### config.mk
export PLATFORM = sky130hd
export DESIGN_NAME = rmq_div_pipe
export DESIGN_NICKNAME = d
export VERILOG_FILES = /design/src/hw/rtl/rmq_pkg.sv /design/src/hw/rtl/rmq_div_pipe.sv
export SDC_FILE = /design/constraint.sdc
export NUM_CORES = 2
export LEC_CHECK = 0
export BUFFER_PORTS_ARGS = -buffer_cell sky130_fd_sc_hd__buf_4
export CAP_MARGIN = 20
export CORE_ASPECT_RATIO = 0.6
export CORE_MARGIN = 10
export CORE_UTILIZATION = 55
export CTS_CLUSTER_SIZE = 10
export DETAILED_ROUTE_END_ITERATION = 8
export GPL_TIMING_DRIVEN = 0
export PLACE_DENSITY = 0.72
export SLEW_MARGIN = 20
export SYNTH_ARGS = -nofsm -noshare
export SYNTH_HDL_FRONTEND = slang
export SYNTH_SLANG_ARGS = --single-unit
### constraint.sdc
create_clock -name clk_i -period 5.5 [get_ports clk_i]
set_clock_uncertainty 0.05 [all_clocks]
set_input_delay 0 -clock clk_i [delete_from_list [all_inputs] [get_ports clk_i]]
set_output_delay 0 -clock clk_i [all_outputs]
set_load 0.02 [all_outputs]
### src/hw/rtl/rmq_pkg.sv
// Shared widths, pipeline sideband type and component codes for the
// rotation-matrix-to-quaternion core. No dependencies.
`default_nettype none
package rmq_pkg;

  localparam int FracBits = 14;
  localparam int DataW    = 16;
  localparam int NumLanes = 3;

  // radicand: below 3*2^15 + 2^FracBits; non-positive ones are flagged invalid
  localparam int RadW  = ((FracBits > 17) ? FracBits : 17) + 2;
  localparam int RootInW = RadW + FracBits + ((RadW + FracBits) % 2);
  localparam int RootW = RootInW / 2;
  localparam int SqRemW = RootW + 3;

  // divider: magnitude of an element sum is at most 2^16
  localparam int MagW  = DataW + 1;
  localparam int NumW  = MagW + FracBits + 1;
  localparam int DenW  = RootW + 1;
  localparam int QuoW  = DataW - 1;
  localparam int CmpW  = NumW + DenW + QuoW;

  localparam logic [1:0] CompX = 2'd0;
  localparam logic [1:0] CompY = 2'd1;
  localparam logic [1:0] CompZ = 2'd2;
  localparam logic [1:0] CompW = 2'd3;

  typedef struct packed {
    logic                valid;
    logic                invalid;
    logic [1:0]          root_sel;
    logic [NumLanes-1:0] neg;
  } meta_t;

endpackage
`default_nettype wire

### src/hw/rtl/rmq_div_pipe.sv
// Pipelined rounded divide of three lane magnitudes by twice the root,
// overflow check stage then one quotient bit per stage. Depends on rmq_pkg.
`default_nettype none
module rmq_div_pipe import rmq_pkg::*; (
  input  wire logic                     clk_i,
  input  wire logic                     rst_ni,
  input  wire logic                     adv_i,
  input  wire meta_t                    meta_i,
  input  wire logic [RootW-1:0]         root_i,
  input  wire logic [NumLanes-1:0][MagW-1:0] mag_i,
  output meta_t                         meta_o,
  output logic [RootW-1:0]              root_o,
  output logic [NumLanes-1:0][QuoW-1:0] quo_o,
  output logic [NumLanes-1:0]           ovf_o
);

  localparam int Stages = QuoW + 1;

  meta_t                         meta_q [Stages];
  logic [RootW-1:0]              root_q [Stages];
  logic [DenW-1:0]               den_q  [Stages];
  logic [NumLanes-1:0][DenW-1:0] rem_q  [Stages];
  logic [NumLanes-1:0][QuoW-1:0] low_q  [Stages];
  logic [NumLanes-1:0][QuoW-1:0] quo_q  [Stages];
  logic [NumLanes-1:0]           ovf_q  [Stages];

  // setup: numerator with half-divisor rounding, overflow test
  logic [NumLanes-1:0][DenW-1:0] rem0;
  logic [NumLanes-1:0][QuoW-1:0] low0;
  logic [NumLanes-1:0]           ovf0;
  logic [DenW-1:0]               den0;

  always_comb begin
    logic [NumW-1:0] num;
    den0 = {root_i, 1'b0};
    for (int l = 0; l < NumLanes; l++) begin
      num = (NumW'(mag_i[l]) << FracBits) + NumW'(root_i);
      ovf0[l] = CmpW'(num) >= (CmpW'(den0) << QuoW);
      rem0[l] = DenW'(num[NumW-1:QuoW]);
      low0[l] = num[QuoW-1:0];
    end
  end

  always_ff @(posedge clk_i or negedge rst_ni) begin
    if (!rst_ni) begin
      meta_q[0] <= '0;
    end else if (adv_i) begin
      meta_q[0] <= meta_i;
    end
  end

  always_ff @(posedge clk_i) begin
    if (adv_i) begin
      root_q[0] <= root_i;
      den_q[0]  <= den0;
      rem_q[0]  <= rem0;
      low_q[0]  <= low0;
      quo_q[0]  <= '0;
      ovf_q[0]  <= ovf0;
    end
  end

  for (genvar k = 1; k < Stages; k++) begin : g_stage
    logic [NumLanes-1:0][DenW-1:0] rem_d;
    logic [NumLanes-1:0][QuoW-1:0] quo_d;

    always_comb begin
      logic [DenW:0] rem_sh;
      for (int l = 0; l < NumLanes; l++) begin
        rem_sh = {rem_q[k-1][l], low_q[k-1][l][QuoW-1]};
        if (rem_sh >= {1'b0, den_q[k-1]}) begin
          rem_d[l] = DenW'(rem_sh - {1'b0, den_q[k-1]});
          quo_d[l] = {quo_q[k-1][l][QuoW-2:0], 1'b1};
        end else begin
          rem_d[l] = rem_sh[DenW-1:0];
          quo_d[l] = {quo_q[k-1][l][QuoW-2:0], 1'b0};
        end
      end
    end

    always_ff @(posedge clk_i or negedge rst_ni) begin
      if (!rst_ni) begin
        meta_q[k] <= '0;
      end else if (adv_i) begin
        meta_q[k] <= meta_q[k-1];
      end
    end

    always_ff @(posedge clk_i) begin
      if (adv_i) begin
        root_q[k] <= root_q[k-1];
        den_q[k]  <= den_q[k-1];
        rem_q[k]  <= rem_d;
        for (int l = 0; l < NumLanes; l++) begin
          low_q[k][l] <= low_q[k-1][l] << 1;
        end
        quo_q[k]  <= quo_d;
        ovf_q[k]  <= ovf_q[k-1];
      end
    end
  end

  assign meta_o = meta_q[Stages-1];
  assign root_o = root_q[Stages-1];
  assign quo_o  = quo_q[Stages-1];
  assign ovf_o  = ovf_q[Stages-1];

endmodule
`default_nettype wire

==> impl_metrics.yaml <==
global_routing:
  grt_pass1_wl_mm: 407
  grt_pass1_vias: 60900
  grt_max_degree: 155
  grt-ovfl-total: 0
  grtUsageMet1_pct: 49.9
  busiest_layer: "met1"
  met2_usage_pct: 33.2
  grt_usage_pct: 29.7
  antenna_found_initial: 17
  met3_usage_pct: 13.9
clock_network:
  clock-sinks: 1563
  clockRootBuffer: "clkbuf_16"
  clk_pin_slew_worst_paths_ps: 60
  h-tree-depth: 4
  cts_made_buffers: 186
  post_cts.repair.setup_buffers: 0
  cts_buffer_depth: 4
  cts_tree: "yes"
  worstSkewPairLatency_ps: 880
detailed_routing:
  wl_mm: 282
  drtIter0Drc: 9095
  vias_per_cell: 6.21
  drtAntennaViolNets: 0
  drc: 0
  wl_per_cell_um: 26.4
  vias: 66400
  firstDrtPassIters: 6
sta:
  max_slew_margin_pct: 14.8
  hold_viol: 0
  finalCriticalPeriod_ps: 5300
  drv_slew: 0
  finalSetupViolCount: 0
  rsz0062_at_grt: "no"
  max_freq_mhz: 189
  worst_pin_slew_ps: 1270
  fin_crit_sh_pct: 96.3
  tns_ps: 0
pwr:
  ir_worst_vdd_v: 0.000325
  p_per_area_nw_per_um2: 593
  power_mw: 60.7
  p_leak_nw: 41.3
critical_path:
  cp_max_fo: 10
  end_kind: "flip-flop"
  worstSetupPathType: "flip-flop to flip-flop"
  cp_data_required_time_ps: 6030
  start_kind: "flip-flop"
  critPathArrivalTime_ps: 5830
yosys:
  synth.avg_cell_area_um2: 11.6
  syn_area_um2: 91400
  synth.distinct_cells: 90
  yosys_register_bits: 1563
  synth.top_cell.area_share_pct: 47.7
  synth_most_common_cell: "edfxtp_1"
  yosysWarnings: 0
  ys_top_cells_by_count: "edfxtp_1 (1451), ha_1 (795), a21oi_1 (551)"
  netlist_instances: 7877
  ys_seq_area_share_pct: 50.8
  synth_edf_count: 1451
  synth_async_sr_flop_share_pct: 7.17
  synth_top_area_cell: "edfxtp_1"
  synth_area_leaders: "edfxtp_1 (48%), ha_1 (11%), mux2_2 (5.3%)"
  postSynthNetCount: 8795
  ys.flop_type: "edfxtp_1"
floorplanning:
  dieHeight_um: 336
  dieArea_um2: 183000
  ios: 150
  coreArea_um2: 164000
  chipWidth_um: 546
  rows: 115
  initial_core_util_pct: 55.6
finish:
  final_net_count: 9294
  final_core_utilization_pct: 62.2
  final_cell_area_um2: 102000
  syn2layout_area_growth_pct: 11.9
  layout-drive-gt1-share_pct: 11.4
  final_cells: 10700
place:
  place_area_um2: 95600
  place_inst: 10300
  port_buffers: 149
  routabilityCongestion: 0.988
  dp_hpwl_mm: 221
worst_hold_path:
  hp-class: "input pin to flip-flop"
status:
  status: "complete, no violations"
flow_run:
  cap_violations: 0
## where the power goes
| part | leakage, nW | total (mW) | switching (mW) | internal, mW |
|---|---|---|---|---|
| clock | 2.45 | 10.9 | 4.66 | 6.19 |
| sequential | 15.5 | 21.0 | 2.73 | 18.3 |
| combinational | 23.4 | 28.8 | 16.7 | 12.2 |
| total | 41.3 | 60.7 | 24.1 | 36.6 |
## per-layer routing
| layer | part of all wire [%] | routed length (um) |
|---|---|---|
| met5 | 0.0074 | 21 |
| met4 | 1.0 | 2960 |
| met3 | 16 | 45100 |
| met2 | 33 | 93300 |
| met1 | 50 | 141000 |
## path summary, 6_finish.rpt
path                          startpoint             to  slack, ps  cells past startpoint
hold reg to reg            quo_q[10][32]  quo_q[11][33]        290                      0
hold / removal                 mag_i[17]   low_q[0][29]         70                      3
setup reg to reg            rem_q[4][36]   rem_q[5][49]        200                     13
setup / recovery            rem_q[4][36]   rem_q[5][49]        200                     13
max in group asynchronous         rst_ni     meta_q[54]       4760                      4
min in group asynchronous         rst_ni     meta_q[63]        230                      4
## state kept, by name (all words and copies together) (netlist names)
name    flops
low_q       3
den_q      13
quo_q     360
root_q    254
rem_q     773
ovf_q      48
meta_o      7
meta_q    105
## layout by cell type (no fill, tap or decap), types with 43 or more instances in the layout
cell type	count
inv_1	518
buf_4	175
nand2_1	477
clkbuf_1	135
ha_1	794
a211oi_1	58
a21o_1	243
clkbuf_16	187
xor2_1	204
nand2b_1	97
a31oi_1	87
o31ai_1	44
nor2b_1	141
or3_1	43
xnor2_1	362
dlygate4sd3_1	150
and3_1	71
nor2_1	491
dfrtp_1	112
mux2_2	434
nand3_1	140
nor3_1	146
edfxtp_1	1451
o21a_1	88
o21ai_0	417
a21boi_0	48
a21oi_1	551
or2_2	46
nand4_1	90
mux2i_1	57
fa_1	45
## logic make-up (layout without fill, tap and decap cells)
family	Yosys count	in the layout	share of synthesized area [%]
muxes	491	491	5.97
DFF	1563	1563	50.8
and+or+nand+nor	1881	1881	10.0
xor gates and xnor gates	566	566	5.43
adders and majority gates	840	840	11.9
AOI/OAI and AO/OA	1866	1866	13.0
buffers and inverters	670	1243	2.95
other	0	14	0
## worst max-delay path, stage by stage (launching register included)
cell	delay [ps]
edfxtp_1	400
inv_1	360
ha_1	460
fa_1	450
nand2b_1	160
a21boi_0	730
o21ai_0	280
a21o_1	260
a31oi_1	320
a21oi_1	170
o21ai_2	450
buf_2	400
buf_2	380
a21oi_1	140
## timing repair
action / CTS / global route
hold buffers: 151 / 0
resized for setup: 0 / 4
endpoints found under the setup margin: 0 / 24
hold endpoints to repair: 374 / 0
## stage by stage
stage	setup WS, ps	hold slack [ps]
global placement	-9060	154
finish	203	66.2
global route	64.9	47.4
floorplan	2010	-346
CTS	221	3.78
detailed placement	211	151
## final cells by class
class	instances	area, um2
inverters	518	1940
plain buffers	152	756
flip-flops and latches	1563	46400
well taps	2223	2780
diodes	14	35.0
clock inverters	20	164
fillers	13000	62200
repair buffers	311	2970
clock buffers	242	4900
multi-input cells	5644	42300
No activity file was read; power rests on OpenSTA's default activity.
