**src/hw/rtl/rmq_pkg.sv**
```systemverilog
// Shared widths, pipeline sideband type and component codes for the
// rotation-matrix-to-quaternion core. No dependencies.
`default_nettype none
package rmq_pkg;

  localparam int FracBits = 14;
  localparam int DataW    = 16;
  localparam int NumLanes = 3;

  // radicand: below 3*2^15 + 2^FracBits; non-positive ones are flagged invalid
  localparam int RadW  = ((FracBits > 17) ? FracBits : 17) + 2;
  localparam int RootInW = RadW + FracBits + ((RadW + FracBits) % 2);
  localparam int RootW = RootInW / 2;
  localparam int SqRemW = RootW + 3;

  // divider: magnitude of an element sum is at most 2^16
  localparam int MagW  = DataW + 1;
  localparam int NumW  = MagW + FracBits + 1;
  localparam int DenW  = RootW + 1;
  localparam int QuoW  = DataW - 1;
  localparam int CmpW  = NumW + DenW + QuoW;

  localparam logic [1:0] CompX = 2'd0;
  localparam logic [1:0] CompY = 2'd1;
  localparam logic [1:0] CompZ = 2'd2;
  localparam logic [1:0] CompW = 2'd3;

  typedef struct packed {
    logic                valid;
    logic                invalid;
    logic [1:0]          root_sel;
    logic [NumLanes-1:0] neg;
  } meta_t;

endpackage
`default_nettype wire

```
**src/hw/rtl/rmq_prep.sv**
```systemverilog
// Input stage: trace test, largest-diagonal pick, radicand and lane numerators.
// Depends on rmq_pkg.
`default_nettype none
module rmq_prep import rmq_pkg::*; (
  input  wire logic                    clk_i,
  input  wire logic                    rst_ni,
  input  wire logic                    adv_i,
  input  wire logic                    valid_i,
  input  wire logic signed [DataW-1:0] m00_i,
  input  wire logic signed [DataW-1:0] m01_i,
  input  wire logic signed [DataW-1:0] m02_i,
  input  wire logic signed [DataW-1:0] m10_i,
  input  wire logic signed [DataW-1:0] m11_i,
  input  wire logic signed [DataW-1:0] m12_i,
  input  wire logic signed [DataW-1:0] m20_i,
  input  wire logic signed [DataW-1:0] m21_i,
  input  wire logic signed [DataW-1:0] m22_i,
  output meta_t                        meta_o,
  output logic [RootInW-1:0]           rad_o,
  output logic [NumLanes-1:0][MagW-1:0] mag_o
);

  localparam int SW = RadW + 1;

  meta_t meta_d, meta_q;
  logic [RootInW-1:0] rad_d, rad_q;
  logic [NumLanes-1:0][MagW-1:0] mag_d, mag_q;

  logic signed [SW-1:0] e00, e11, e22, trace, rad_s, one;
  logic signed [MagW-1:0] n [NumLanes];

  always_comb begin
    one   = SW'(1) <<< FracBits;
    e00   = SW'(m00_i);
    e11   = SW'(m11_i);
    e22   = SW'(m22_i);
    trace = e00 + e11 + e22;
    meta_d = '0;
    meta_d.valid = valid_i;
    if (trace > 0) begin
      meta_d.root_sel = CompW;
      rad_s = trace + one;
      n[0] = MagW'(m12_i) - MagW'(m21_i);
      n[1] = MagW'(m20_i) - MagW'(m02_i);
      n[2] = MagW'(m01_i) - MagW'(m10_i);
    end else if ((m22_i > m11_i) && (m22_i > m00_i) ||
                 (m22_i > m00_i) && !(m11_i > m00_i)) begin
      // largest z: lanes x, y, w
      meta_d.root_sel = CompZ;
      rad_s = e22 - e00 - e11 + one;
      n[0] = MagW'(m20_i) + MagW'(m02_i);
      n[1] = MagW'(m21_i) + MagW'(m12_i);
      n[2] = MagW'(m01_i) - MagW'(m10_i);
    end else if (m11_i > m00_i) begin
      // largest y: lanes x, z, w
      meta_d.root_sel = CompY;
      rad_s = e11 - e22 - e00 + one;
      n[0] = MagW'(m10_i) + MagW'(m01_i);
      n[1] = MagW'(m12_i) + MagW'(m21_i);
      n[2] = MagW'(m20_i) - MagW'(m02_i);
    end else begin
      // largest x: lanes y, z, w
      meta_d.root_sel = CompX;
      rad_s = e00 - e11 - e22 + one;
      n[0] = MagW'(m01_i) + MagW'(m10_i);
      n[1] = MagW'(m02_i) + MagW'(m20_i);
      n[2] = MagW'(m12_i) - MagW'(m21_i);
    end
    meta_d.invalid = (rad_s <= 0);
    rad_d = RootInW'(rad_s[RadW-1:0]) << FracBits;
    for (int l = 0; l < NumLanes; l++) begin
      meta_d.neg[l] = n[l][MagW-1];
      mag_d[l] = n[l][MagW-1] ? MagW'(-n[l]) : MagW'(n[l]);
    end
  end

  always_ff @(posedge clk_i or negedge rst_ni) begin
    if (!rst_ni) begin
      meta_q <= '0;
    end else if (adv_i) begin
      meta_q <= meta_d;
    end
  end

  always_ff @(posedge clk_i) begin
    if (adv_i) begin
      rad_q <= rad_d;
      mag_q <= mag_d;
    end
  end

  assign meta_o = meta_q;
  assign rad_o  = rad_q;
  assign mag_o  = mag_q;

endmodule
`default_nettype wire

```
**config.mk**
```make
export PLATFORM = sky130hd
export DESIGN_NAME = rmq_prep
export DESIGN_NICKNAME = d
export VERILOG_FILES = /design/src/hw/rtl/rmq_pkg.sv /design/src/hw/rtl/rmq_prep.sv
export SDC_FILE = /design/constraint.sdc
export NUM_CORES = 1
export LEC_CHECK = 0
export BUFFER_PORTS_ARGS = -buffer_cell sky130_fd_sc_hd__buf_2
export CAP_MARGIN = 20
export CORE_ASPECT_RATIO = 0.7
export CORE_MARGIN = 3
export CORE_UTILIZATION = 25
export CTS_CLUSTER_SIZE = 30
export DETAILED_ROUTE_END_ITERATION = 7
export GPL_TIMING_DRIVEN = 0
export PLACE_DENSITY = 0.44
export SYNTH_ARGS = -nofsm -noshare
export SYNTH_HDL_FRONTEND = slang
export SYNTH_SLANG_ARGS = --single-unit
```
**constraint.sdc**
```tcl
create_clock -name clk_i -period 1 [get_ports clk_i]
set_input_delay 0.05 -clock clk_i [delete_from_list [all_inputs] [get_ports clk_i]]
set_output_delay 0.05 -clock clk_i [all_outputs]
set_load 0.01 [all_outputs]
```
==> reports/qor.csv <==
stage,metric,value,unit
global_route,gr ovfl total,0,
power,PD cells,1700,nW/um2
critical_path,crit end category,flop,
timing,Setup-failing EPs final,95,
timing,Least-Margin Pin Slew,1.16,ns
synth,sequential area share after synthesis,0.134,
critical_path,Critical Path AT,5.57,ns
routing,drt pass-1 iters,6,
run_status,status,"complete, but fails checks",
critical_path,Startpoint Class,input port,
synth,post-synth cell types,86,
placement,I/O Buffers,224,
synth,synthesized-area fraction occupied by adder cells,0.310,
synth,Synth Flop Type,edfxtp_1,
routing,DRC,0,
floorplanning,die width,318,um
timing,unrepaired setup endpoints after global routing,yes,
timing,max_slew headroom,0.217,
clock_tree,worst skew pair latency,0.38,ns
cells_and_area,"Design Area, Final",23300,um2
clock_tree,CTS Buf Count,9,
power,P_leak,10.5,nW
synth,mapped cell area,17000,um2
critical_path,CP Cell Sequence,buf_8 > fa_2 > ha_4 > and3b_1 > a311o_1 > a32o_2 > o31a_1 > nor2_1 > nor2_1 > nor2_2 > xnor2_2 > inv_2 > ha_4 > and3_4 > o211ai_1 > or4_1 > buf_6 > nand2_8 > buf_12 > o2111ai_2 > or4_4 > a2111o_1 > or4_4 > nand2_2,
global_route,largest net degree at the start of global routing,39,
synth,Syn. warnings,0,
routing,initial drt markers,1349,
global_route,GRT Util Overall,0.188,
routing,wire length per cell,20.8,um
synth,post-synthesis mux area share,0.0336,
clock_tree,clock-pin slew of the registers on the worst-case setup and hold paths,0.07,ns
floorplanning,Core Area,66900,um2
critical_path,CP Class,in -> reg,
timing,min Tclk post-route,5.24,ns
critical_path,slowest cell on the critical path,fa_2,
placement,Placed Area,19600,um2
placement,GPL Wtd Cong,0.884,
timing,final worst setup slack,-4.24,ns
placement,dpl hpwl,56.6,mm
global_route,vias in the first global route,16200,
timing,Slew Limit Fails,0,
synth,synthesis-stage register bit count,77,
timing,Tcrit/Tclk final,5.24,
floorplanning,Initial Util,0.254,
synth,simple-gate area share of the yosys netlist,0.150,
critical_path,crit-path max cell delay,0.63,ns
cells_and_area,P&R area growth vs syn,36.8,%
global_route,first-pass GRT wire length,102,mm
floorplanning,die area,71200,um2
routing,via count,16500,
routing,detailed-route vias per instance,4.93,
clock_tree,H-tree depth,3,
synth,post-synthesis average cell area,8.30,um2
min_path,Tightest Hold Check Type,in -> async,
synth,complex-gate fraction of the synthesized area,0.216,
cells_and_area,final net count,2980,
synth,"FFs w/ async S/R, synth",0.0909,
floorplanning,Top Ports,240,
floorplanning,FP Rows,79,
run_status,failing checks,setup timing,
cells_and_area,layout cell share with drive strength beyond 1,0.287,
global_route,initial antenna violation count,9,
timing,clock skew,0,ns
timing,Final Hold Fails,0,
synth,Post-synth EDFFs,70,
clock_tree,Sink Count,77,
floorplanning,chip height,224,um
cells_and_area,final cell count without fillers,3358,
synth,largest family of logic cells by synthesized area,adder cells,
clock_tree,TritonCTS clock tree,done,
job,Max Cap Viol,0,
critical_path,"Req. time, crit path",1.33,ns
power,maximum vdd ir drop,1.19,mV
critical_path,crit-path max FO,3,
clock_tree,Root Driver,clkbuf_16,
clock_tree,Clock Tree Buf Depth,2,
routing,final WL,70.0,mm
placement,Placed Cells,3179,
synth,Synth Area in XOR/XNOR,0.0865,
cells_and_area,final core occ,0.347,
timing,maximum clock frequency,191,MHz
synth,cells after synthesis,2048,
routing,ANT nets after route,0,
-- what timing repair did --
item | 4_1_cts | 5_1_grt
pin swaps | 85 | 85
resized for setup | 307 | 177
endpoints found under the setup margin | 99 | 104
setup buffers | 96 | 67
hold endpoints to repair | 8 | 0
cloned | 0 | 1
hold buffers | 2 | 0
-- where the power goes --
group | leakage, nW | internal [mW] | switching, mW | total [mW]
sequential | 0.765 | 5.22 | 0.616 | 5.84
combinational | 9.56 | 13.2 | 17.1 | 30.3
clock | 0.144 | 1.73 | 1.58 | 3.32
-- sequential cells by signal, summed over array words and instances (netlist names) --
register and cells:
mag_o 51, rad_o 19, meta_o 7
-- worst paths after layout --
| check | startpoint | endpoint | slack (ns) | cells after the start |
|---|---|---|---|---|
| min in group clk_i | adv_i | mag_o[50]$_SDFFCE_PP0P_ | 0.07 | 1 |
| worst min register to register | meta_o[6]$_DFFE_PN0P_ | meta_o[6]$_DFFE_PN0P_ | 0.52 | 1 |
| max in group asynchronous | rst_ni | meta_o[2]$_DFFE_PN0P_ | 0.82 | 2 |
| worst min-delay path | rst_ni | meta_o[5]$_DFFE_PN0P_ | 0.03 | 2 |
| worst max-delay path | m00_i[8] | meta_o[5]$_DFFE_PN0P_ | -4.24 | 24 |
| worst max register to register | meta_o[5]$_DFFE_PN0P_ | meta_o[5]$_DFFE_PN0P_ | 0.17 | 3 |
-- worst max-delay path, delay by kind of cell --
family / cells / cell delay, ns
compound gates: 6 / 1.56
xor+xnor: 1 / 0.10
fa+ha+maj: 3 / 1.00
buf+inv: 4 / 0.46
simple gates: 10 / 2.37
-- cells by family after synthesis --
family	count (synthesis)
AO/OA/AOI/OAI	559
AND/OR/NAND/NOR	524
adder cells (fa/ha/maj)	375
buffers and inverters	290
XOR/XNOR	167
flip-flops	77
multiplexers	55
other	1
-- Yosys cell counts (all sizes together), types with 11 or more instances --
master,instances,area (um2)
xnor2,100,876
ha,297,3720
o21ai,137,686
buf,40,233
nor4,11,81.3
a21oi,136,681
fa,78,1560
o21bai,19,143
a221oi,11,96.3
or2,13,81.3
and3,12,75.1
o21a,26,195
nor4b,12,111
o211ai,16,120
nor2b,40,250
clkbuf,44,165
mux2,13,146
a21o,24,180
inv,206,773
nand2b,26,163
edfxtp,70,2100
o22ai,16,100
nor2,171,642
nor3,39,195
xor2,67,594
mux2i,42,424
a22oi,13,97.6
a211oi,25,193
a31oi,20,125
nand2,127,484
nand3,24,120
-- cell usage in the layout, fill, tap and decap left out, types with 11 or more instances in the layout --
| master | instances |
|---|---|
| a211oi_1 | 20 |
| a21o_1 | 23 |
| a21oi_1 | 115 |
| a21oi_2 | 11 |
| a22oi_1 | 11 |
| a31oi_1 | 14 |
| buf_12 | 26 |
| buf_2 | 209 |
| buf_4 | 128 |
| buf_6 | 45 |
| buf_8 | 12 |
| clkbuf_1 | 28 |
| clkbuf_16 | 13 |
| conb_1 | 15 |
| edfxtp_1 | 70 |
| fa_1 | 66 |
| fa_2 | 12 |
| ha_1 | 288 |
| inv_1 | 191 |
| mux2i_1 | 29 |
| nand2_1 | 113 |
| nand2b_1 | 23 |
| nand3_1 | 20 |
| nor2_1 | 163 |
| nor2b_1 | 39 |
| nor3_1 | 35 |
| o211ai_1 | 16 |
| o21a_1 | 26 |
| o21ai_0 | 91 |
| o21ai_1 | 16 |
| o21ai_2 | 19 |
| o21ai_4 | 11 |
| o21bai_1 | 17 |
| o22ai_1 | 14 |
| xnor2_1 | 87 |
| xnor2_2 | 12 |
| xor2_1 | 57 |
-- routing by layer --
metal / track usage / routed length (um) / up-vias
li1: - / - / 7986
met1: 0.292 / 36900 / 7956
met2: 0.265 / 27400 / 536
met3: 0.0443 / 4800 / 51
met4: 0.0213 / 761 / 10
met5: 0 / 69 / -
-- stage by stage --
step / setup slack, ns / hold WS [ns] / power, mW / TNS [ns]
floorplan: -4.04 / -0.246 / 20.2 / -263.70
global placement: -5.98 / -0.109 / 28.1 / -435.22
detailed placement: -5.94 / -0.106 / 28.2 / -385.49
CTS: -4.26 / 0.0199 / 36.8 / -283.29
global route: -4.28 / 0.0302 / 42.0 / -292.38
finish: -4.24 / 0.0260 / 39.4 / -286.56
-- area by class of cell --
class	instances	area, um2
Fill cell	6895	43700
Multi-Input combinational cell	1695	15200
Timing Repair Buffer	385	2850
Sequential cell	77	2280
Tap cell	891	1110
Inverter	206	795
Buffer	83	727
Clock buffer	9	225
Clock inverter	7	58.8
Antenna cell	5	12.5
Note: power is estimated with default switching activity, not from simulation.
