===== config.mk =====
export PLATFORM = sky130hd
export DESIGN_NAME = rmq_sqrt_pipe
export DESIGN_NICKNAME = d
export VERILOG_FILES = /design/src/hw/rtl/rmq_pkg.sv /design/src/hw/rtl/rmq_sqrt_pipe.sv
export SDC_FILE = /design/constraint.sdc
export NUM_CORES = 1
export LEC_CHECK = 0
export BUFFER_PORTS_ARGS = -buffer_cell sky130_fd_sc_hd__clkbuf_2
export CAP_MARGIN = 20
export CORE_ASPECT_RATIO = 2
export CORE_MARGIN = 4
export CORE_UTILIZATION = 45
export DETAILED_ROUTE_END_ITERATION = 12
export SLEW_MARGIN = 0
export SYNTH_ARGS = -nofsm -noshare
export SYNTH_HDL_FRONTEND = slang
export SYNTH_SLANG_ARGS = --single-unit

===== constraint.sdc =====
create_clock -name clk_i -period 3.5 [get_ports clk_i]
set_input_delay 0 -clock clk_i [delete_from_list [all_inputs] [get_ports clk_i]]
set_output_delay 0 -clock clk_i [all_outputs]
set_load 0.1 [all_outputs]

===== src/hw/rtl/rmq_pkg.sv =====
// Shared widths, pipeline sideband type and component codes for the
// rotation-matrix-to-quaternion core. No dependencies.
`default_nettype none
package rmq_pkg;

  localparam int FracBits = 14;
  localparam int DataW    = 16;
  localparam int NumLanes = 3;

  // radicand: below 3*2^15 + 2^FracBits; non-positive ones are flagged invalid
  localparam int RadW  = ((FracBits > 17) ? FracBits : 17) + 2;
  localparam int RootInW = RadW + FracBits + ((RadW + FracBits) % 2);
  localparam int RootW = RootInW / 2;
  localparam int SqRemW = RootW + 3;

  // divider: magnitude of an element sum is at most 2^16
  localparam int MagW  = DataW + 1;
  localparam int NumW  = MagW + FracBits + 1;
  localparam int DenW  = RootW + 1;
  localparam int QuoW  = DataW - 1;
  localparam int CmpW  = NumW + DenW + QuoW;

  localparam logic [1:0] CompX = 2'd0;
  localparam logic [1:0] CompY = 2'd1;
  localparam logic [1:0] CompZ = 2'd2;
  localparam logic [1:0] CompW = 2'd3;

  typedef struct packed {
    logic                valid;
    logic                invalid;
    logic [1:0]          root_sel;
    logic [NumLanes-1:0] neg;
  } meta_t;

endpackage
`default_nettype wire


===== src/hw/rtl/rmq_sqrt_pipe.sv =====
// Pipelined integer square root, one result bit per stage.
// Depends on rmq_pkg.
`default_nettype none
module rmq_sqrt_pipe import rmq_pkg::*; (
  input  wire logic                     clk_i,
  input  wire logic                     rst_ni,
  input  wire logic                     adv_i,
  input  wire meta_t                    meta_i,
  input  wire logic [RootInW-1:0]       rad_i,
  input  wire logic [NumLanes-1:0][MagW-1:0] mag_i,
  output meta_t                         meta_o,
  output logic [RootW-1:0]              root_o,
  output logic [NumLanes-1:0][MagW-1:0] mag_o
);

  meta_t                         meta_q [RootW];
  logic [SqRemW-1:0]             rem_q  [RootW];
  logic [RootW-1:0]              root_q [RootW];
  logic [RootInW-1:0]            rad_q  [RootW];
  logic [NumLanes-1:0][MagW-1:0] mag_q  [RootW];

  for (genvar k = 0; k < RootW; k++) begin : g_stage
    meta_t                         meta_p;
    logic [SqRemW-1:0]             rem_p, rem_sh, trial, rem_d;
    logic [RootW-1:0]              root_p, root_d;
    logic [RootInW-1:0]            rad_p;
    logic [NumLanes-1:0][MagW-1:0] mag_p;

    if (k == 0) begin : g_first
      assign meta_p = meta_i;
      assign rem_p  = '0;
      assign root_p = '0;
      assign rad_p  = rad_i;
      assign mag_p  = mag_i;
    end else begin : g_next
      assign meta_p = meta_q[k-1];
      assign rem_p  = rem_q[k-1];
      assign root_p = root_q[k-1];
      assign rad_p  = rad_q[k-1];
      assign mag_p  = mag_q[k-1];
    end

    always_comb begin
      rem_sh = {rem_p[SqRemW-3:0], rad_p[RootInW-1 -: 2]};
      trial  = SqRemW'({root_p, 2'b01});
      if (rem_sh >= trial) begin
        rem_d  = rem_sh - trial;
        root_d = {root_p[RootW-2:0], 1'b1};
      end else begin
        rem_d  = rem_sh;
        root_d = {root_p[RootW-2:0], 1'b0};
      end
    end

    always_ff @(posedge clk_i or negedge rst_ni) begin
      if (!rst_ni) begin
        meta_q[k] <= '0;
      end else if (adv_i) begin
        meta_q[k] <= meta_p;
      end
    end

    always_ff @(posedge clk_i) begin
      if (adv_i) begin
        rem_q[k]  <= rem_d;
        root_q[k] <= root_d;
        rad_q[k]  <= rad_p << 2;
        mag_q[k]  <= mag_p;
      end
    end
  end

  assign meta_o = meta_q[RootW-1];
  assign root_o = root_q[RootW-1];
  assign mag_o  = mag_q[RootW-1];

endmodule
`default_nettype wire


==> results of run 1 <==
==> routing by layer <==
layer	track usage (%)	part of all wire [%]	up-vias	routed length [um]
li1	-	-	14600	-
met1	12.9	33	14600	33300
met2	26.6	56	538	55900
met3	2.11	3.3	319	3240
met4	8.96	7.0	0	7010
met5	0	0	-	0
==> synthesized netlist by cell type (28+ instances only) <==
cell	n
a211oi_1	31
a21o_1	34
a21oi_1	142
clkbuf_1	39
dfrtp_1	119
edfxtp_1	1560
ha_1	171
inv_1	201
mux2_2	158
nand2_1	126
nand2b_1	31
nand3_1	30
nor2_1	143
nor3_1	73
nor4_1	28
o21ai_0	131
or3_1	38
xnor2_1	96
xor2_1	97
==> worst reg2reg max path, stage by stage (launching register included) <==
cell	delay [ns]
edfxtp_1	0.39
ha_1	0.40
and3_1	0.26
nand4_1	0.28
a211oi_1	0.65
or4_1	0.21
buf_4	0.25
mux2_2	0.38
==> where the power goes <==
part | internal [uW] | total, uW | leakage (uW) | switching, uW
combinational | 2190 | 5260 | 0.00805 | 3060
sequential | 24300 | 25200 | 0.0165 | 859
clock | 9600 | 16600 | 0.00242 | 6960
==> registers in the layout, summed over array words and instances, names as in the netlist <==
name	flops
root_q	153
mag_q	867
meta_o	7
rad_q	272
rem_q	268
g_stage.meta_p	112
==> stage by stage <==
stage | setup WS [ns] | power, uW | utilization, % | hold WS (ns)
finish | 0.434 | 47000 | 52.9 | 0.0378
global route | 0.298 | 49200 | 52.9 | 0.0102
CTS | 0.366 | 47700 | 52.9 | 0.00147
detailed placement | 0.388 | 30700 | 48.0 | 0.0172
global placement | 0.363 | 30600 | 48.0 | 0.0146
floorplan | 0.608 | 28900 | - | -0.296
==> kinds of logic (layout without fill, tap and decap cells) <==
logic type      Yosys count  in the layout  share of synthesized area, %
compound gates          494            494                          5.02
fa+ha+maj               171            171                          3.42
other cells               1              2                       0.00599
flops                  1679           1679                          79.6
xor+xnor                193            193                          2.70
simple gates            592            592                          4.78
buf+inv                 252            906                          1.52
mux                     166            166                          2.97
==> layout by cell type (no fill, tap or decap), drive strengths merged, types with 58 or more instances in the layout <==
master / instances
a21oi: 143
o21ai: 132
dfrtp: 119
buf: 77
ha: 171
clkbuf: 361
mux2: 158
dlygate4sd3: 185
edfxtp: 1560
xor2: 97
nor2: 143
clkinv: 58
nor3: 75
xnor2: 96
nand2: 126
inv: 204
==> cell type report <==
class	count	area (um2)	area share, %
sequential	1679	49800	68.1
multi-input combinational	1617	11900	16.2
clock buffer	194	4190	5.73
timing repair buffer	429	3480	4.75
tap	1852	2320	3.17
clock inverter	80	769	1.05
inverter	203	762	1.04
antenna	1	2.50	0.00342
==> repair_timing <==
item                                   in CTS  in global routing
hold buffers                              186                  0
endpoints found under the hold margin     733                  0
gates resized for setup                     0                  0
==> worst paths after layout <==
| kind | from | to | cells past startpoint |
|---|---|---|---|
| max reg2reg | rem_q[0][184]$_DFFE_PP_ | rem_q[0][210]$_DFFE_PP_ | 7 |
| max | rem_q[0][184]$_DFFE_PP_ | rem_q[0][210]$_DFFE_PP_ | 7 |
| min reg2reg | mag_q[0][84]$_DFFE_PP_ | mag_q[0][135]$_DFFE_PP_ | 0 |
| min | mag_i[44] | mag_q[0][44]$_DFFE_PP_ | 2 |
| max in group asynchronous | rst_ni | g_stage[5].meta_p[5]$_DFFE_PN0P_ | 4 |
| min in group asynchronous | rst_ni | g_stage[16].meta_p[2]$_DFFE_PN0P_ | 4 |
==> metrics.txt, run 1 <==
# TYPE chip_impl_metric gauge
chip_impl_info{name="hp-class",value="in -> reg"} 1
chip_impl_metric{name="routed_antenna_nets",unit=""} 0
chip_impl_metric{name="finalNonFillerCells",unit=""} 6055
chip_impl_metric{name="cp_max_fo",unit=""} 22
chip_impl_metric{name="timing.final.crit_share",unit="%"} 87.6
chip_impl_metric{name="cts_made_buffers",unit=""} 157
chip_impl_metric{name="grt_usage",unit="%"} 13.6
chip_impl_metric{name="critical_path_required",unit="ns"} 3.99
chip_impl_metric{name="clkTransAtPathRegs",unit="ns"} 0.06
chip_impl_metric{name="finalHoldViolCount",unit=""} 0
chip_impl_metric{name="worst_path_largest_cell_delay",unit="ns"} 0.65
chip_impl_info{name="cts_tree",value="yes"} 1
chip_impl_metric{name="num-fill-cells",unit=""} 11000
chip_impl_metric{name="gp_congestion",unit=""} 0.863
chip_impl_metric{name="detailroute.via_count",unit=""} 30100
chip_impl_metric{name="relSlewSlack",unit="%"} 34.8
chip_impl_metric{name="antenna_violations_before_repair",unit=""} 1
chip_impl_info{name="worstSetupStartpointType",value="register"} 1
chip_impl_metric{name="pin_count",unit=""} 170
chip_impl_metric{name="drt-initial-drc-count",unit=""} 1663
chip_impl_metric{name="path_buf_inv",unit=""} 1
chip_impl_info{name="clock-root-buffer",value="clkbuf_16"} 1
chip_impl_info{name="cp_top_family",value="simple AND/OR/NAND/NOR gates"} 1
chip_impl_metric{name="cp.arrival",unit="ns"} 3.55
chip_impl_info{name="critical_path.endpoint_type",value="register"} 1
chip_impl_metric{name="dp_hpwl",unit="um"} 64900
chip_impl_metric{name="numClockSinks",unit=""} 1679
chip_impl_info{name="timing.critical_path.cells",value="ha_1 > and3_1 > nand4_1 > a211oi_1 > or4_1 > buf_4 > mux2_2"} 1
chip_impl_metric{name="area_of_the_core",unit="um2"} 138000
chip_impl_metric{name="cellLeakagePower",unit="uW"} 0.0270
chip_impl_metric{name="skew_final",unit="ns"} 0.0344
chip_impl_metric{name="die_x",unit="um"} 272
chip_impl_metric{name="die-height",unit="um"} 536
chip_impl_metric{name="synth.distinct_cells",unit=""} 76
chip_impl_metric{name="total_cell_area_at_the_placement_stage",unit="um2"} 66400
chip_impl_metric{name="area_growth",unit="%"} 16.9
chip_impl_metric{name="r2r_slack",unit="ns"} 0.43
chip_impl_metric{name="detailedRoute.firstPassIterationCount",unit=""} 5
chip_impl_metric{name="number_of_flops_mapped_to_enable_cells_by_yosys",unit=""} 1560
chip_impl_metric{name="cap_violations",unit=""} 0
chip_impl_metric{name="post_synth_inst_count",unit=""} 3548
chip_impl_metric{name="max_slew.worst_pin.slew",unit="ns"} 0.979
chip_impl_metric{name="fp.dieArea",unit="um2"} 146000
chip_impl_info{name="cell_types_with_the_largest_area_share_after_synthesis",value="edfxtp_1, dfrtp_1, ha_1, mux2_2, xor2_1"} 1
chip_impl_metric{name="post_route_cell_area",unit="um2"} 73200
chip_impl_metric{name="synthesis.area_per_instance",unit="um2"} 17.6
chip_impl_metric{name="vdd.ir_drop.worst",unit="uV"} 458
chip_impl_metric{name="max_freq",unit="MHz"} 326
chip_impl_metric{name="drc_errors",unit=""} 0
chip_impl_metric{name="wirelength",unit="um"} 99500
chip_impl_metric{name="vias_per_cell",unit=""} 4.96
chip_impl_metric{name="route.detailed.wl_per_inst",unit="um"} 16.4
chip_impl_info{name="cell_with_the_largest_stage_delay_on_the_worst_path",value="a211oi_1"} 1
chip_impl_metric{name="yosys_warnings",unit=""} 0
chip_impl_info{name="rsz0062_at_grt",value="false"} 1
chip_impl_metric{name="insertion_delay",unit="ns"} 0.77
chip_impl_metric{name="totalNegativeSetupSlack",unit="ns"} 0
chip_impl_metric{name="dp_cells",unit=""} 5594
chip_impl_metric{name="asyncSetResetFlopFracSynth",unit="%"} 7.09
chip_impl_metric{name="row_count",unit=""} 193
chip_impl_info{name="ys.flop_type",value="edfxtp_1"} 1
chip_impl_metric{name="syn_nets",unit=""} 3814
chip_impl_metric{name="setup-violations-final",unit=""} 0
chip_impl_metric{name="netlist_area",unit="um2"} 62600
chip_impl_metric{name="layout-drive-gt1-share",unit="%"} 15.3
chip_impl_metric{name="ys_ff_latch",unit=""} 1679
chip_impl_metric{name="yosysSeqAreaShare",unit="%"} 79.6
chip_impl_metric{name="grt_pass1_vias",unit=""} 31500
chip_impl_metric{name="count_of_nets_after_finishing",unit=""} 4353
chip_impl_metric{name="cts_htree_levels",unit=""} 4
chip_impl_metric{name="gr-total-overflow",unit=""} 0
chip_impl_info{name="synth_area_leader_cell",value="edfxtp_1"} 1
chip_impl_metric{name="first_pass_grt_wire_length",unit="um"} 159000
chip_impl_info{name="status",value="completed"} 1
chip_impl_metric{name="port-buffer-count",unit=""} 169
chip_impl_metric{name="power_density",unit="nW/um2"} 642
chip_impl_metric{name="pin_count_of_the_biggest_net_entering_global_routing",unit=""} 175
chip_impl_metric{name="final.min_clock_period",unit="ns"} 3.07
chip_impl_metric{name="drv_slew",unit=""} 0
chip_impl_metric{name="starting_density_of_the_core",unit="%"} 45.2
chip_impl_info{name="worstSetupPathType",value="reg -> reg"} 1
chip_impl_metric{name="cts_buffer_depth",unit=""} 4
chip_impl_metric{name="yosysTopAreaCellShare",unit="%"} 74.8
chip_impl_metric{name="cts_setup_buffers",unit=""} 0
Note: power is estimated with default switching activity, not from simulation.
==> run 2, diff against run 1 <==
Settings changed: SETUP_SLACK_MARGIN from default to 0.5.
==> metrics.txt, run 2 (same netlist as run 1, synthesis figures left out) <==
# TYPE chip_impl_metric gauge
chip_impl_info{name="mostFrequentLayoutCells",value="edfxtp_1, inv_1, dlygate4sd3_1, ha_1, clkbuf_2"} 1
chip_impl_info{name="clock-root-buffer",value="clkbuf_16"} 1
chip_impl_metric{name="cts_setup_buffers",unit=""} 0
chip_impl_metric{name="antenna_violations_before_repair",unit=""} 1
chip_impl_metric{name="area_of_the_core",unit="um2"} 138000
chip_impl_metric{name="totalNegativeSetupSlack",unit="ns"} 0
chip_impl_info{name="rsz0062_at_grt",value="true"} 1
chip_impl_metric{name="pin_count",unit=""} 170
chip_impl_metric{name="drt-initial-drc-count",unit=""} 1689
chip_impl_info{name="grt.busiest_layer",value="met2"} 1
chip_impl_metric{name="drc_errors",unit=""} 0
chip_impl_metric{name="num-fill-cells",unit=""} 11000
chip_impl_metric{name="power_density",unit="nW/um2"} 642
chip_impl_metric{name="relSlewSlack",unit="%"} 38.1
chip_impl_metric{name="gp_congestion",unit=""} 0.863
chip_impl_metric{name="cts_buffer_depth",unit=""} 4
chip_impl_metric{name="finalNonFillerCells",unit=""} 6055
chip_impl_info{name="cts_tree",value="yes"} 1
chip_impl_metric{name="max_slew.worst_pin.slew",unit="ns"} 0.929
chip_impl_metric{name="starting_density_of_the_core",unit="%"} 45.2
chip_impl_metric{name="wirelength",unit="um"} 99500
chip_impl_metric{name="drv_slew",unit=""} 0
chip_impl_metric{name="count_of_nets_after_finishing",unit=""} 4353
chip_impl_metric{name="vias_per_cell",unit=""} 4.96
chip_impl_metric{name="cts_made_buffers",unit=""} 157
chip_impl_info{name="cell_with_the_largest_stage_delay_on_the_worst_path",value="o21ai_0"} 1
chip_impl_metric{name="grt_usage",unit="%"} 13.6
chip_impl_metric{name="die-height",unit="um"} 536
chip_impl_info{name="regMostFlops",value="mag_q"} 1
chip_impl_metric{name="setup-violations-final",unit=""} 0
chip_impl_metric{name="dp_cells",unit=""} 5594
chip_impl_metric{name="route.detailed.wl_per_inst",unit="um"} 16.4
chip_impl_metric{name="numClockSinks",unit=""} 1679
chip_impl_metric{name="dp_hpwl",unit="um"} 64900
chip_impl_metric{name="die_x",unit="um"} 272
chip_impl_info{name="crit_path_frequent_cell",value="nand3_1"} 1
chip_impl_metric{name="largest_register_ffs",unit=""} 867
chip_impl_metric{name="detailroute.via_count",unit=""} 30100
chip_impl_metric{name="fp.dieArea",unit="um2"} 146000
chip_impl_metric{name="clkTransAtPathRegs",unit="ns"} 0.07
chip_impl_metric{name="layout-drive-gt1-share",unit="%"} 15.6
chip_impl_metric{name="max_freq",unit="MHz"} 337
chip_impl_metric{name="first_pass_grt_wire_length",unit="um"} 159000
chip_impl_info{name="hp-class",value="in -> reg"} 1
chip_impl_metric{name="met2_usage",unit="%"} 26.6
chip_impl_info{name="worstSetupPathType",value="reg -> reg"} 1
chip_impl_metric{name="final.min_clock_period",unit="ns"} 2.97
chip_impl_info{name="mostFrequentLayoutCell",value="edfxtp_1"} 1
chip_impl_info{name="status",value="completed"} 1
chip_impl_metric{name="grt_pass1_vias",unit=""} 31500
chip_impl_metric{name="routed_antenna_nets",unit=""} 0
chip_impl_metric{name="vdd.ir_drop.worst",unit="uV"} 459
chip_impl_metric{name="groute.layer.met1.usage",unit="%"} 12.9
chip_impl_metric{name="area_growth",unit="%"} 17.0
chip_impl_metric{name="port-buffer-count",unit=""} 169
chip_impl_metric{name="gr-total-overflow",unit=""} 0
chip_impl_metric{name="pin_count_of_the_biggest_net_entering_global_routing",unit=""} 175
chip_impl_metric{name="worst_path_largest_cell_delay",unit="ns"} 0.74
chip_impl_metric{name="critical_path_required",unit="ns"} 3.93
chip_impl_info{name="critical_path.endpoint_type",value="register"} 1
chip_impl_metric{name="row_count",unit=""} 193
chip_impl_metric{name="cts_htree_levels",unit=""} 4
chip_impl_metric{name="cellLeakagePower",unit="uW"} 0.0270
chip_impl_metric{name="cp_max_fo",unit=""} 22
chip_impl_info{name="timing.critical_path.cells",value="nor4_1 > nand3_1 > nand3_1 > nor4b_2 > buf_4 > o21ai_0"} 1
chip_impl_metric{name="cp.arrival",unit="ns"} 3.40
chip_impl_metric{name="skew_final",unit="ns"} 0.0335
chip_impl_metric{name="detailedRoute.firstPassIterationCount",unit=""} 7
chip_impl_metric{name="global_route.usage.met3",unit="%"} 2.12
chip_impl_metric{name="insertion_delay",unit="ns"} 0.77
chip_impl_metric{name="timing.final.crit_share",unit="%"} 84.8
chip_impl_metric{name="finalHoldViolCount",unit=""} 0
chip_impl_metric{name="cap_violations",unit=""} 0
chip_impl_info{name="worstSetupStartpointType",value="register"} 1
chip_impl_info{name="reg.largest.list",value="mag_q (867), rad_q (272), rem_q (268)"} 1
-- run 2: cell counts in the layout (fill, tap and decap cells not counted) --
No cell type changed its count.
-- run 2: path summary, 6_finish.rpt --
kind	startpoint	endpoint	slack, ns	cells past startpoint
max	rem_q[0][88]$_DFFE_PP_	rem_q[0][101]$_DFFE_PP_	0.53	6
min	mag_i[44]	mag_q[0][44]$_DFFE_PP_	0.04	2
max reg2reg	rem_q[0][88]$_DFFE_PP_	rem_q[0][101]$_DFFE_PP_	0.53	6
min reg2reg	mag_q[0][84]$_DFFE_PP_	mag_q[0][135]$_DFFE_PP_	0.39	0
max in group asynchronous	rst_ni	g_stage[5].meta_p[5]$_DFFE_PN0P_	2.68	4
min in group asynchronous	rst_ni	g_stage[16].meta_p[2]$_DFFE_PN0P_	0.31	4
-- run 2: repair_timing --
action / 4_1_cts / 5_1_grt
pin swaps: 0 / 2
endpoints found under the hold margin: 733 / 0
setup endpoints to repair: 16 / 44
hold buffers: 186 / 0
gates resized for setup: 3 / 14
-- run 2: per-stage QoR --
| step | utilization (%) | cell area [um2] | total power (uW) | hold WS, ns | setup slack (ns) |
|---|---|---|---|---|---|
| global placement | 48.0 | 66400 | 30600 | 0.0146 | 0.363 |
| detailed placement | 48.0 | 66400 | 30700 | 0.0172 | 0.388 |
| floorplan | - | 62600 | 28900 | -0.296 | 0.608 |
| finish | 52.9 | 73300 | 47000 | 0.0376 | 0.533 |
| CTS | 52.9 | 73200 | 47700 | 0.00147 | 0.500 |
| global route | 52.9 | 73300 | 49200 | 0.00861 | 0.435 |
-- run 2: layout make-up --
class                      instances  area, um2  share of cell area (%)
sequential                      1679      49800                    68.0
multi-input combinational       1617      11900                    16.2
clock buffer                     194       4190                    5.73
timing repair buffer             429       3490                    4.77
tap                             1852       2320                    3.16
clock inverter                    80        769                    1.05
inverter                         203        762                    1.04
antenna                            1       2.50                 0.00342
-- run 2: worst max-delay path, delay by kind of cell, from the launching register on --
family	cells	cell delay [ns]
flip-flops	1	0.46
AO/OA/AOI/OAI	1	0.74
buffers and inverters	1	0.21
AND/OR/NAND/NOR	4	1.24
-- run 2: where the power goes --
part	internal [uW]	total [uW]	switching, uW
combinational	2210	5280	3070
clock	9610	16600	6970
sequential	24300	25200	862
-- run 2: metal layers --
layer  wire length (um)  up-vias
met2              55900      533
met5                  0        -
li1                   -    14600
met4               7070        0
met1              33300    14600
met3               3220      324
